$ cat src/rtl/ffaa_pkg.sv
// shared types and constants for the first-fit arena allocator
package ffaa_pkg;

   // request function codes
   localparam logic FUNC_ALLOC = 1'b0;
   localparam logic FUNC_FREE  = 1'b1;

   // reset value of the cache size limit register
   localparam logic [6:0] LIMIT_RESET = 7'd100;

   // controller states, also sent to the datapath as the current operation
   typedef enum logic [26:0] {
      S_CLEAR     = 27'h0000001,
      S_IDLE      = 27'h0000002,
      S_CONV      = 27'h0000004,
      S_FHDR      = 27'h0000008,
      S_MODQ      = 27'h0000010,
      S_MODR      = 27'h0000020,
      S_DECIDE    = 27'h0000040,
      S_HIT_RD    = 27'h0000080,
      S_HIT       = 27'h0000100,
      S_PUSH      = 27'h0000200,
      S_EV_RD     = 27'h0000400,
      S_EV_W      = 27'h0000800,
      S_EV_HD     = 27'h0001000,
      S_MARK      = 27'h0002000,
      S_SINIT     = 27'h0004000,
      S_SH_RD     = 27'h0008000,
      S_SH        = 27'h0010000,
      S_SJ_RD     = 27'h0020000,
      S_SJ        = 27'h0040000,
      S_SPL       = 27'h0080000,
      S_SPL2      = 27'h0100000,
      S_FL_E      = 27'h0200000,
      S_FL_CK     = 27'h0400000,
      S_FL_W      = 27'h0800000,
      S_FL_L      = 27'h1000000,
      S_RESP_ZERO = 27'h2000000,
      S_RESP_FAIL = 27'h4000000
   } op_type;

   // command from controller to datapath
   typedef struct packed {
      op_type op;
      logic   accept;
   } cmd_type;

   // status from datapath to controller
   typedef struct packed {
      logic is_alloc;
      logic free_bad_addr;
      logic free_bad_hdr;
      logic cacheable;
      logic cache_hit;
      logic size_match;
      logic head_valid;
      logic budget_zero;
      logic rd_busy;
      logic lap_fail;
      logic fits;
      logic link_go;
      logic fe_last;
      logic clr_last;
   } stat_type;

endpackage

$ cat src/rtl/ffaa_ctrl.sv
// allocator controller state machine
module ffaa_ctrl import ffaa_pkg::*; (
   input  logic     clock,
   input  logic     reset,
   input  logic     start,
   input  stat_type stat,
   output cmd_type  cmd,
   output logic     busy
);

   op_type state_ff, state_in;
   logic   pass_ff, pass_in;
   op_type fail_next;

   // a failed first pass flushes the cache chains, a failed second pass reports
   assign fail_next = pass_ff ? S_RESP_FAIL : S_FL_E;

   // next state
   always_comb begin
      state_in = state_ff;
      pass_in  = pass_ff;
      case (state_ff)
         S_CLEAR: begin
            if (stat.clr_last) state_in = S_IDLE;
         end
         S_IDLE: begin
            if (start) state_in = S_CONV;
         end
         S_CONV: begin
            if (stat.is_alloc) state_in = S_MODQ;
            else if (stat.free_bad_addr) state_in = S_RESP_ZERO;
            else state_in = S_FHDR;
         end
         S_FHDR: begin
            state_in = stat.free_bad_hdr ? S_RESP_ZERO : S_MODQ;
         end
         S_MODQ: state_in = S_MODR;
         S_MODR: state_in = S_DECIDE;
         S_DECIDE: begin
            if (stat.is_alloc) begin
               if (stat.cacheable && stat.cache_hit) begin
                  state_in = S_HIT_RD;
               end else begin
                  state_in = S_SINIT;
                  pass_in  = 1'b0;
               end
            end else if (stat.cacheable) begin
               if (!stat.size_match && stat.head_valid) state_in = S_EV_RD;
               else state_in = S_PUSH;
            end else begin
               state_in = S_MARK;
            end
         end
         S_HIT_RD: state_in = S_HIT;
         S_HIT:    state_in = S_IDLE;
         S_PUSH:   state_in = S_IDLE;
         S_EV_RD:  state_in = S_EV_W;
         S_EV_W:   state_in = S_EV_HD;
         S_EV_HD:  state_in = S_MARK;
         S_MARK:   state_in = S_IDLE;
         S_SINIT:  state_in = S_SH_RD;
         S_SH_RD: begin
            state_in = stat.budget_zero ? fail_next : S_SH;
         end
         S_SH: begin
            if (!stat.rd_busy) state_in = S_SJ_RD;
            else if (stat.lap_fail) state_in = fail_next;
            else state_in = S_SH_RD;
         end
         S_SJ_RD: state_in = S_SJ;
         S_SJ: begin
            if (stat.rd_busy) begin
               if (stat.fits) state_in = S_SPL;
               else if (stat.lap_fail) state_in = fail_next;
               else state_in = S_SH_RD;
            end else begin
               state_in = stat.budget_zero ? fail_next : S_SJ_RD;
            end
         end
         S_SPL:  state_in = S_SPL2;
         S_SPL2: state_in = S_IDLE;
         S_FL_E: state_in = S_FL_CK;
         S_FL_CK: begin
            if (stat.link_go) state_in = S_FL_W;
            else if (stat.fe_last) state_in = S_SINIT;
            else state_in = S_FL_E;
         end
         S_FL_W:      state_in = S_FL_L;
         S_FL_L:      state_in = S_FL_CK;
         S_RESP_ZERO: state_in = S_IDLE;
         S_RESP_FAIL: state_in = S_IDLE;
         default:     state_in = S_IDLE;
      endcase
      // entering the flush marks the second pass
      if (state_in == S_FL_E && state_ff != S_FL_CK) pass_in = 1'b1;
   end

   // state registers
   always_ff @(posedge clock) begin
      if (reset) begin
         state_ff <= S_CLEAR;
         pass_ff  <= 1'b0;
      end else begin
         state_ff <= state_in;
         pass_ff  <= pass_in;
      end
   end

   assign busy       = (state_ff != S_IDLE);
   assign cmd.op     = state_ff;
   assign cmd.accept = start && (state_ff == S_IDLE);

endmodule

$ cat config.mk
export PLATFORM = sky130hd
export DESIGN_NAME = ffaa_ctrl
export DESIGN_NICKNAME = d
export VERILOG_FILES = /design/src/rtl/ffaa_pkg.sv /design/src/rtl/ffaa_ctrl.sv
export SDC_FILE = /design/constraint.sdc
export NUM_CORES = 1
export LEC_CHECK = 0
export BUFFER_PORTS_ARGS = -buffer_cell sky130_fd_sc_hd__buf_2
export CORE_MARGIN = 2
export CORE_UTILIZATION = 51
export CTS_CLUSTER_SIZE = 10
export DETAILED_ROUTE_END_ITERATION = 12
export PLACE_DENSITY = 0.79
export SLEW_MARGIN = 10
export SYNTH_ARGS = -nofsm -noshare
export SYNTH_HDL_FRONTEND = slang
export SYNTH_SLANG_ARGS = --single-unit
export TNS_END_PERCENT = 10
$ cat constraint.sdc
create_clock -name clock -period 3.2 [get_ports clock]
set_input_delay 0.32 -clock clock [delete_from_list [all_inputs] [get_ports clock]]
set_output_delay 0.32 -clock clock [all_outputs]
set_load 0.02 [all_outputs]
==> results of run 1 <==
## power by group through the flow
stage	clock network [mW]	logic, mW	registers (mW)
floorplan	0	0.0729	0.372
global placement	0	0.0998	0.368
detailed placement	0	0.100	0.369
CTS	0.175	0.101	0.361
global route	0.187	0.111	0.362
finish	0.175	0.101	0.361
## synthesized netlist by cell type (4+ instances only)
cell      instances  area share
nor3b_1           6       0.029
or4_1             8       0.038
nand2_1          13       0.031
or4b_2            4       0.025
nor4_1            5       0.020
inv_1             4      0.0095
nor4_2            6       0.048
clkbuf_1          5       0.012
dfxtp_1          28        0.36
xor2_1            4       0.022
nor3_1            8       0.025
nand3_1           5       0.016
nor2b_1           6       0.024
nand2b_1          4       0.016
o21ai_0          11       0.035
a21oi_1           7       0.022
nor2_1           11       0.026
## worst reg2reg max path: stages (launching register included)
cell      delay [ns]
dfxtp_1         0.40
nor4_2          0.39
nand4_1         0.27
or4_1           0.60
o2111a_1        0.29
a41o_1          0.45
nor4b_2         0.34
## kinds of logic (layout without fill, tap and decap cells)
family,Yosys count,in the layout,synth area share
AOI/OAI and AO/OA,29,29,0.116
xor gates and xnor gates,6,6,0.0333
buffers and inverters,14,54,0.0444
DFF,28,28,0.356
and+or+nand+nor,102,102,0.451
## metal layers
metal  global-route usage  vias to the layer above  wire length (um)
met2                0.367                       37              1720
met4               0.0476                        0                34
li1                     -                      751                 -
met1                0.305                      698              1720
met5                    0                        -                 0
met3               0.0328                        4               166
## stage by stage
step	power, mW	instance area [um2]	utilization	std cells	setup WS [ns]
final	0.638	1830	0.609	252	0.312
after global routing	0.660	1830	0.609	252	0.124
after CTS	0.637	1830	0.609	252	0.314
after detailed placement	0.469	1790	0.597	248	0.400
after global placement	0.468	1790	0.597	248	0.483
after floorplan	0.445	1580	-	179	0.768
## placed cells by master, fill, tap and decap left out, types with 5 or more instances in the layout
cell type  count
dfxtp_1       28
nor3b_1        6
o21ai_0       11
nand3_1        5
nor3_1         8
nand2_1       13
nor2_1        11
buf_2         45
or4_1          8
a21oi_1        7
nor4_1         5
nor4_2         6
nor2b_1        6
## registers in the layout (all words and copies together) (netlist names)
name	flops
pass_ff	1
state_ff	27
## final timing paths
path | from | slack (ns) | end
max | state_ff[4] | 0.31 | cmd[0]
min | stat[12] | 0.14 | state_ff[3]
max reg2reg | state_ff[4] | 0.37 | state_ff[9]
min reg2reg | pass_ff | 0.51 | state_ff[26]
## final cells by class
cell class	count	area (um2)
timing repair buffer	45	225
tap	33	41.3
multi-input combinational	137	946
sequential	28	561
fill	299	1170
inverter	5	18.8
clock buffer	4	36.3
==> results.md, run 1 <==
- RSZ-0062 raised after global routing: false
- CP max stage delay: 0.60 ns
- Sequential power share: 0.567
- Num CTS Buffers: 3
- Final setup violation count: 0
- Net count after synthesis: 196
- Vias in the first global route: 1373
- Number of synthesis warnings: 0
- Net Switching: 178 uW
- Fraction of layout cells with a size suffix above 1: 0.320
- WL final: 3650 um
- Internal power: 460 uW
- Max cap viols: 0
- CTS root buf: clkbuf_4
- IO Port Bufs: 45
- Slowest CP cell: or4_4
- CTS tree: done
- Crit path DAT: 2.57 ns
- IO Pins: 46
- Syn avg cell area: 8.81 um2
- Post-synth cell types: 44
- Kind of critical path: register to primary output
- Worst hold stages: 2
- Hold_ws: 0.141 ns
- Std-Cell Rows: 20
- Full die area: 0.00355 mm2
- Min-Delay Path Class: input pin to register
- Initial Utilization: 0.525
- Cts-stage hold buffer count: 0
- Fin. max-slew vios: 0
- Avg Vias per Cell: 5.91
- Fin crit share: 0.902
- Number of flops mapped to enable cells by yosys: 0
- Required time worst endpoint: 2.88 ns
- Ant diodes: 0
- Clock skew: 0.00945 ns
- Final hold violations: 0
- R2R depth: 6
- Asr flop ratio synth: 0
- Chip Height: 59.6 um
- Clk pin slew, worst setup/hold paths: 0.15 ns
- Stages on the worst setup path: 7
- Setup crit end kind: primary output
- Worst path cell trace: nor4_2, nand4_2, or4_4, nor2_1, nand3_1, inv_1, buf_2
- Congestion Overflow GR: 0
- GRT Total Usage: 0.222
- DR vias: 1490
- Core footprint: 0.00300 mm2
- Dpl hpwl: 2780 um
- # DRC: 0
- Die width: 59.6 um
- CP Max Fanout: 8
- Final period demand of the worst path: 2.89 ns
- Pleak: 0.778 nW
- Area Overhead vs Synth: 16.0%
- ANT nets after route: 0
- Pre-antenna DRT Iters: 4
- Sw Ratio: 0.279
- Post-CTS setup buffer count: 0
- WL per Instance: 14.5 um
- Peak supply drop: 242 uV
- Aggregate negative setup slack: 0 ns
- Initial antenna violation count: 0
- PwrDens: 349 mW/mm2
- Number of synthesized register bits: 28
- Relative slew margins: 0.465
- Largest net degree at the start of global routing: 20
- Initial DRC Count: 70
- First-pass GRT wire length: 6110 um
- Skew-Pair Late Insertion Delay: 0.33 ns
- Worst-margin pin slew: 0.802 ns
- CTS resizes: 0
- Clock group share of total power: 0.275
- CTS max path bufs: 2
- Status: completed
- Sequential cell area fraction in the yosys report: 0.356
- Top FF cell, synth: dfxtp_1
- Synthesized cell area: 0.00158 mm2
- WP buf/inv: 2
- CP startpoint kind: register
- GP Congestion: 0.813
- Clock Sinks: 28
- F_max: 0.346 GHz
- Post-Syn Instances: 179
- Htree depth: 1
- Logic pwr share: 0.158
- Final Net Count: 237
- Crit-path leading delay family: simple AND/OR/NAND/NOR gates
(Power assumes the default switching activity.)
==> inputs of run 2 (changes only) <==
--- a/config.mk
+++ b/config.mk
@@ -7,10 +7,10 @@
 export LEC_CHECK = 0
 export BUFFER_PORTS_ARGS = -buffer_cell sky130_fd_sc_hd__buf_2
 export CORE_MARGIN = 2
-export CORE_UTILIZATION = 51
+export CORE_UTILIZATION = 49
 export CTS_CLUSTER_SIZE = 10
 export DETAILED_ROUTE_END_ITERATION = 12
-export PLACE_DENSITY = 0.79
+export PLACE_DENSITY = 0.76
 export SLEW_MARGIN = 10
 export SYNTH_ARGS = -nofsm -noshare
 export SYNTH_HDL_FRONTEND = slang
==> results.md, run 2 (synthesis results as in run 1) <==
- Status: completed
- Die width: 60.7 um (+1.9%)
- R2R depth: 6 (unchanged)
- Total power: 699 uW (+9.6%)
- Pleak: 0.785 nW (+0.89%)
- Largest net degree at the start of global routing: 20 (unchanged)
- Reg-to-reg startpoint: state_ff[12]
- ANT nets after route: 0 (unchanged)
- Htree depth: 1 (unchanged)
- Std-Cell Rows: 20 (unchanged)
- Worst hold stages: 2 (unchanged)
- IO Pins: 46 (unchanged)
- Clock Sinks: 28 (unchanged)
- Clock group share of total power: 0.341 (+0.066)
- CTS root buf: clkbuf_4
- Relative slew margins: 0.471 (+0.00635)
- Initial Utilization: 0.516 (-0.00861)
- Clock skew: 0.00418 ns (-0.00526 ns)
- Aggregate negative setup slack: 0 ns (unchanged)
- Sequential power share: 0.517 (-0.050)
- Ant diodes: 0 (unchanged)
- Avg Vias per Cell: 5.77 (-2.4%)
- Fin. max-slew vios: 0 (unchanged)
- DR vias: 1517 (+1.8%)
- IO Port Bufs: 45 (unchanged)
- Num CTS Buffers: 3 (unchanged)
- CTS resizes: 0 (unchanged)
- Clk pin slew, worst setup/hold paths: 0.16 ns (about the same)
- First-pass GRT wire length: 5660 um (-7.2%)
- Peak supply drop: 326 uV (+35%)
- Commonest non-fill, non-tap cell in the layout: buf_2
- WL final: 3630 um (-0.38%)
- Post-Place Cell Area: 0.00181 mm2 (+0.77%)
- Inst Count DP: 259 (+4.4%)
- CTS max path bufs: 2 (unchanged)
- Setup crit end kind: primary output
- WHS Endpoint: state_ff[3]
- Min-Delay Path Class: input pin to register
- Congestion Overflow GR: 0 (unchanged)
- Vias in the first global route: 1245 (-9.3%)
- Met2 wire length: 1640 um (-4.5%)
- Initial DRC Count: 132 (+89%)
- Commonest cells after routing, fill and taps aside: buf_2 (45), dfxtp_1 (28), nand2_1 (13), nor2_1 (11), o21ai_0 (11)
- Final Net Count: 237 (unchanged)
- Kind of critical path: register to primary output
- # DRC: 0 (unchanged)
- Crit path DAT: 2.58 ns (about the same)
- WL per Instance: 13.8 um (-4.6%)
- Dpl hpwl: 2720 um (-1.9%)
- GRT Total Usage: 0.204 (-0.0174)
- Pre-antenna DRT Iters: 4 (unchanged)
- PwrDens: 376 mW/mm2 (+7.8%)
- R2R Path End: state_ff[16]
- Cts-stage hold buffer count: 0 (unchanged)
- F_max: 0.345 GHz (-0.50%)
- Final hold violations: 0 (unchanged)
- Final Instance Area: 0.00186 mm2 (+1.6%)
- Post-CTS setup buffer count: 0 (unchanged)
- Area Overhead vs Synth: 17.9%
- Final std cells w/o fill: 263 (+4.4%)
- Fin crit share: 0.907 (+0.00453)
- Final setup violation count: 0 (unchanged)
- GP Congestion: 0.810 (-0.32%)
- Fraction of layout cells with a size suffix above 1: 0.320 (unchanged)
- Routed wl met3: 212 um (+28%)
- Hold_sp: stat[12]
- Final period demand of the worst path: 2.90 ns (+0.0145 ns)
- M1 WL: 1760 um (+2.1%)
- Sw Ratio: 0.260 (-0.0189)
- Net Switching: 182 uW (+2.1%)
- Chip Height: 60.7 um (+1.9%)
- Reg2reg setup slack: 0.39 ns (+0.02 ns)
- Worst-margin pin slew: 0.793 ns (-0.00952 ns)
- CP startpoint kind: register
- Top Registers: state_ff (27), pass_ff (1)
- Full die area: 0.00369 mm2 (+3.8%)
- Skew-Pair Late Insertion Delay: 0.34 ns (about the same)
- Required time worst endpoint: 2.88 ns (about the same)
- RSZ-0062 raised after global routing: false
- Max cap viols: 0 (unchanged)
- Core footprint: 0.00305 mm2 (+1.7%)
- Top sig layer: met4
- CP Max Fanout: 8 (unchanged)
- Internal power: 517 uW (+12%)
- CTS tree: done
- Logic pwr share: 0.142 (-0.016)
- Max reg flops: 27 (unchanged)
- Initial antenna violation count: 0 (unchanged)
- Register with the most flip-flops: state_ff
## run 2: cell count changes in the layout (fill, tap and decap cells not counted)
cell       before  now
bufinv_16       0    1
clkbuf_8        1    0
## run 2: worst max-delay path, stage by stage (launching register included)
cell and delay [ns]:
dfxtp_1 0.39, nor4_2 0.40, nand4_2 0.27, or4_4 0.60, nor2_1 0.23, nand3_1 0.13
inv_1 0.06, buf_2 0.15
## run 2: area by class of cell
type | instances | area (um2)
Multi-Input combinational cell | 137 | 946
Fill cell | 282 | 1190
Sequential cell | 28 | 561
Clock inverter | 1 | 30.0
Timing Repair Buffer | 45 | 225
Inverter | 5 | 18.8
Clock buffer | 3 | 22.5
Tap cell | 44 | 55.1
## run 2: how the worst max path moves through the flow
stage	startpoint	end	slack, ns	depth (start not counted)
after global routing	state_ff[12]	cmd[0]	0.06	7
after floorplan	state_ff[16]	state_ff[17]	0.77	9
after global placement	state_ff[2]	state_ff[16]	0.45	6
after detailed placement	state_ff[12]	state_ff[16]	0.43	6
final	state_ff[12]	cmd[0]	0.30	7
after CTS	state_ff[12]	cmd[0]	0.28	7
## run 2: metal layers
metal  up-vias  GRT usage
li1        760          -
met1       710      0.297
met2        45      0.316
met3         2     0.0490
met4         0     0.0280
met5         -          0
## run 2: power groups by stage
stage / registers, mW / clock network (mW) / logic (mW)
2_1_floorplan: 0.372 / 0 / 0.0729
3_3_place_gp: 0.368 / 0 / 0.0987
3_5_place_dp: 0.368 / 0 / 0.0989
4_1_cts: 0.361 / 0.242 / 0.0994
5_1_grt: 0.363 / 0.254 / 0.110
6_report: 0.361 / 0.238 / 0.0994
## run 2: metrics by stage
stage | hold slack, ns | util | setup slack [ns]
final | 0.128 | 0.609 | 0.298
after global routing | 0.116 | 0.609 | 0.0649
after CTS | 0.121 | 0.609 | 0.284
after detailed placement | 0.482 | 0.591 | 0.432
after global placement | 0.479 | 0.591 | 0.451
after floorplan | 0.398 | - | 0.768
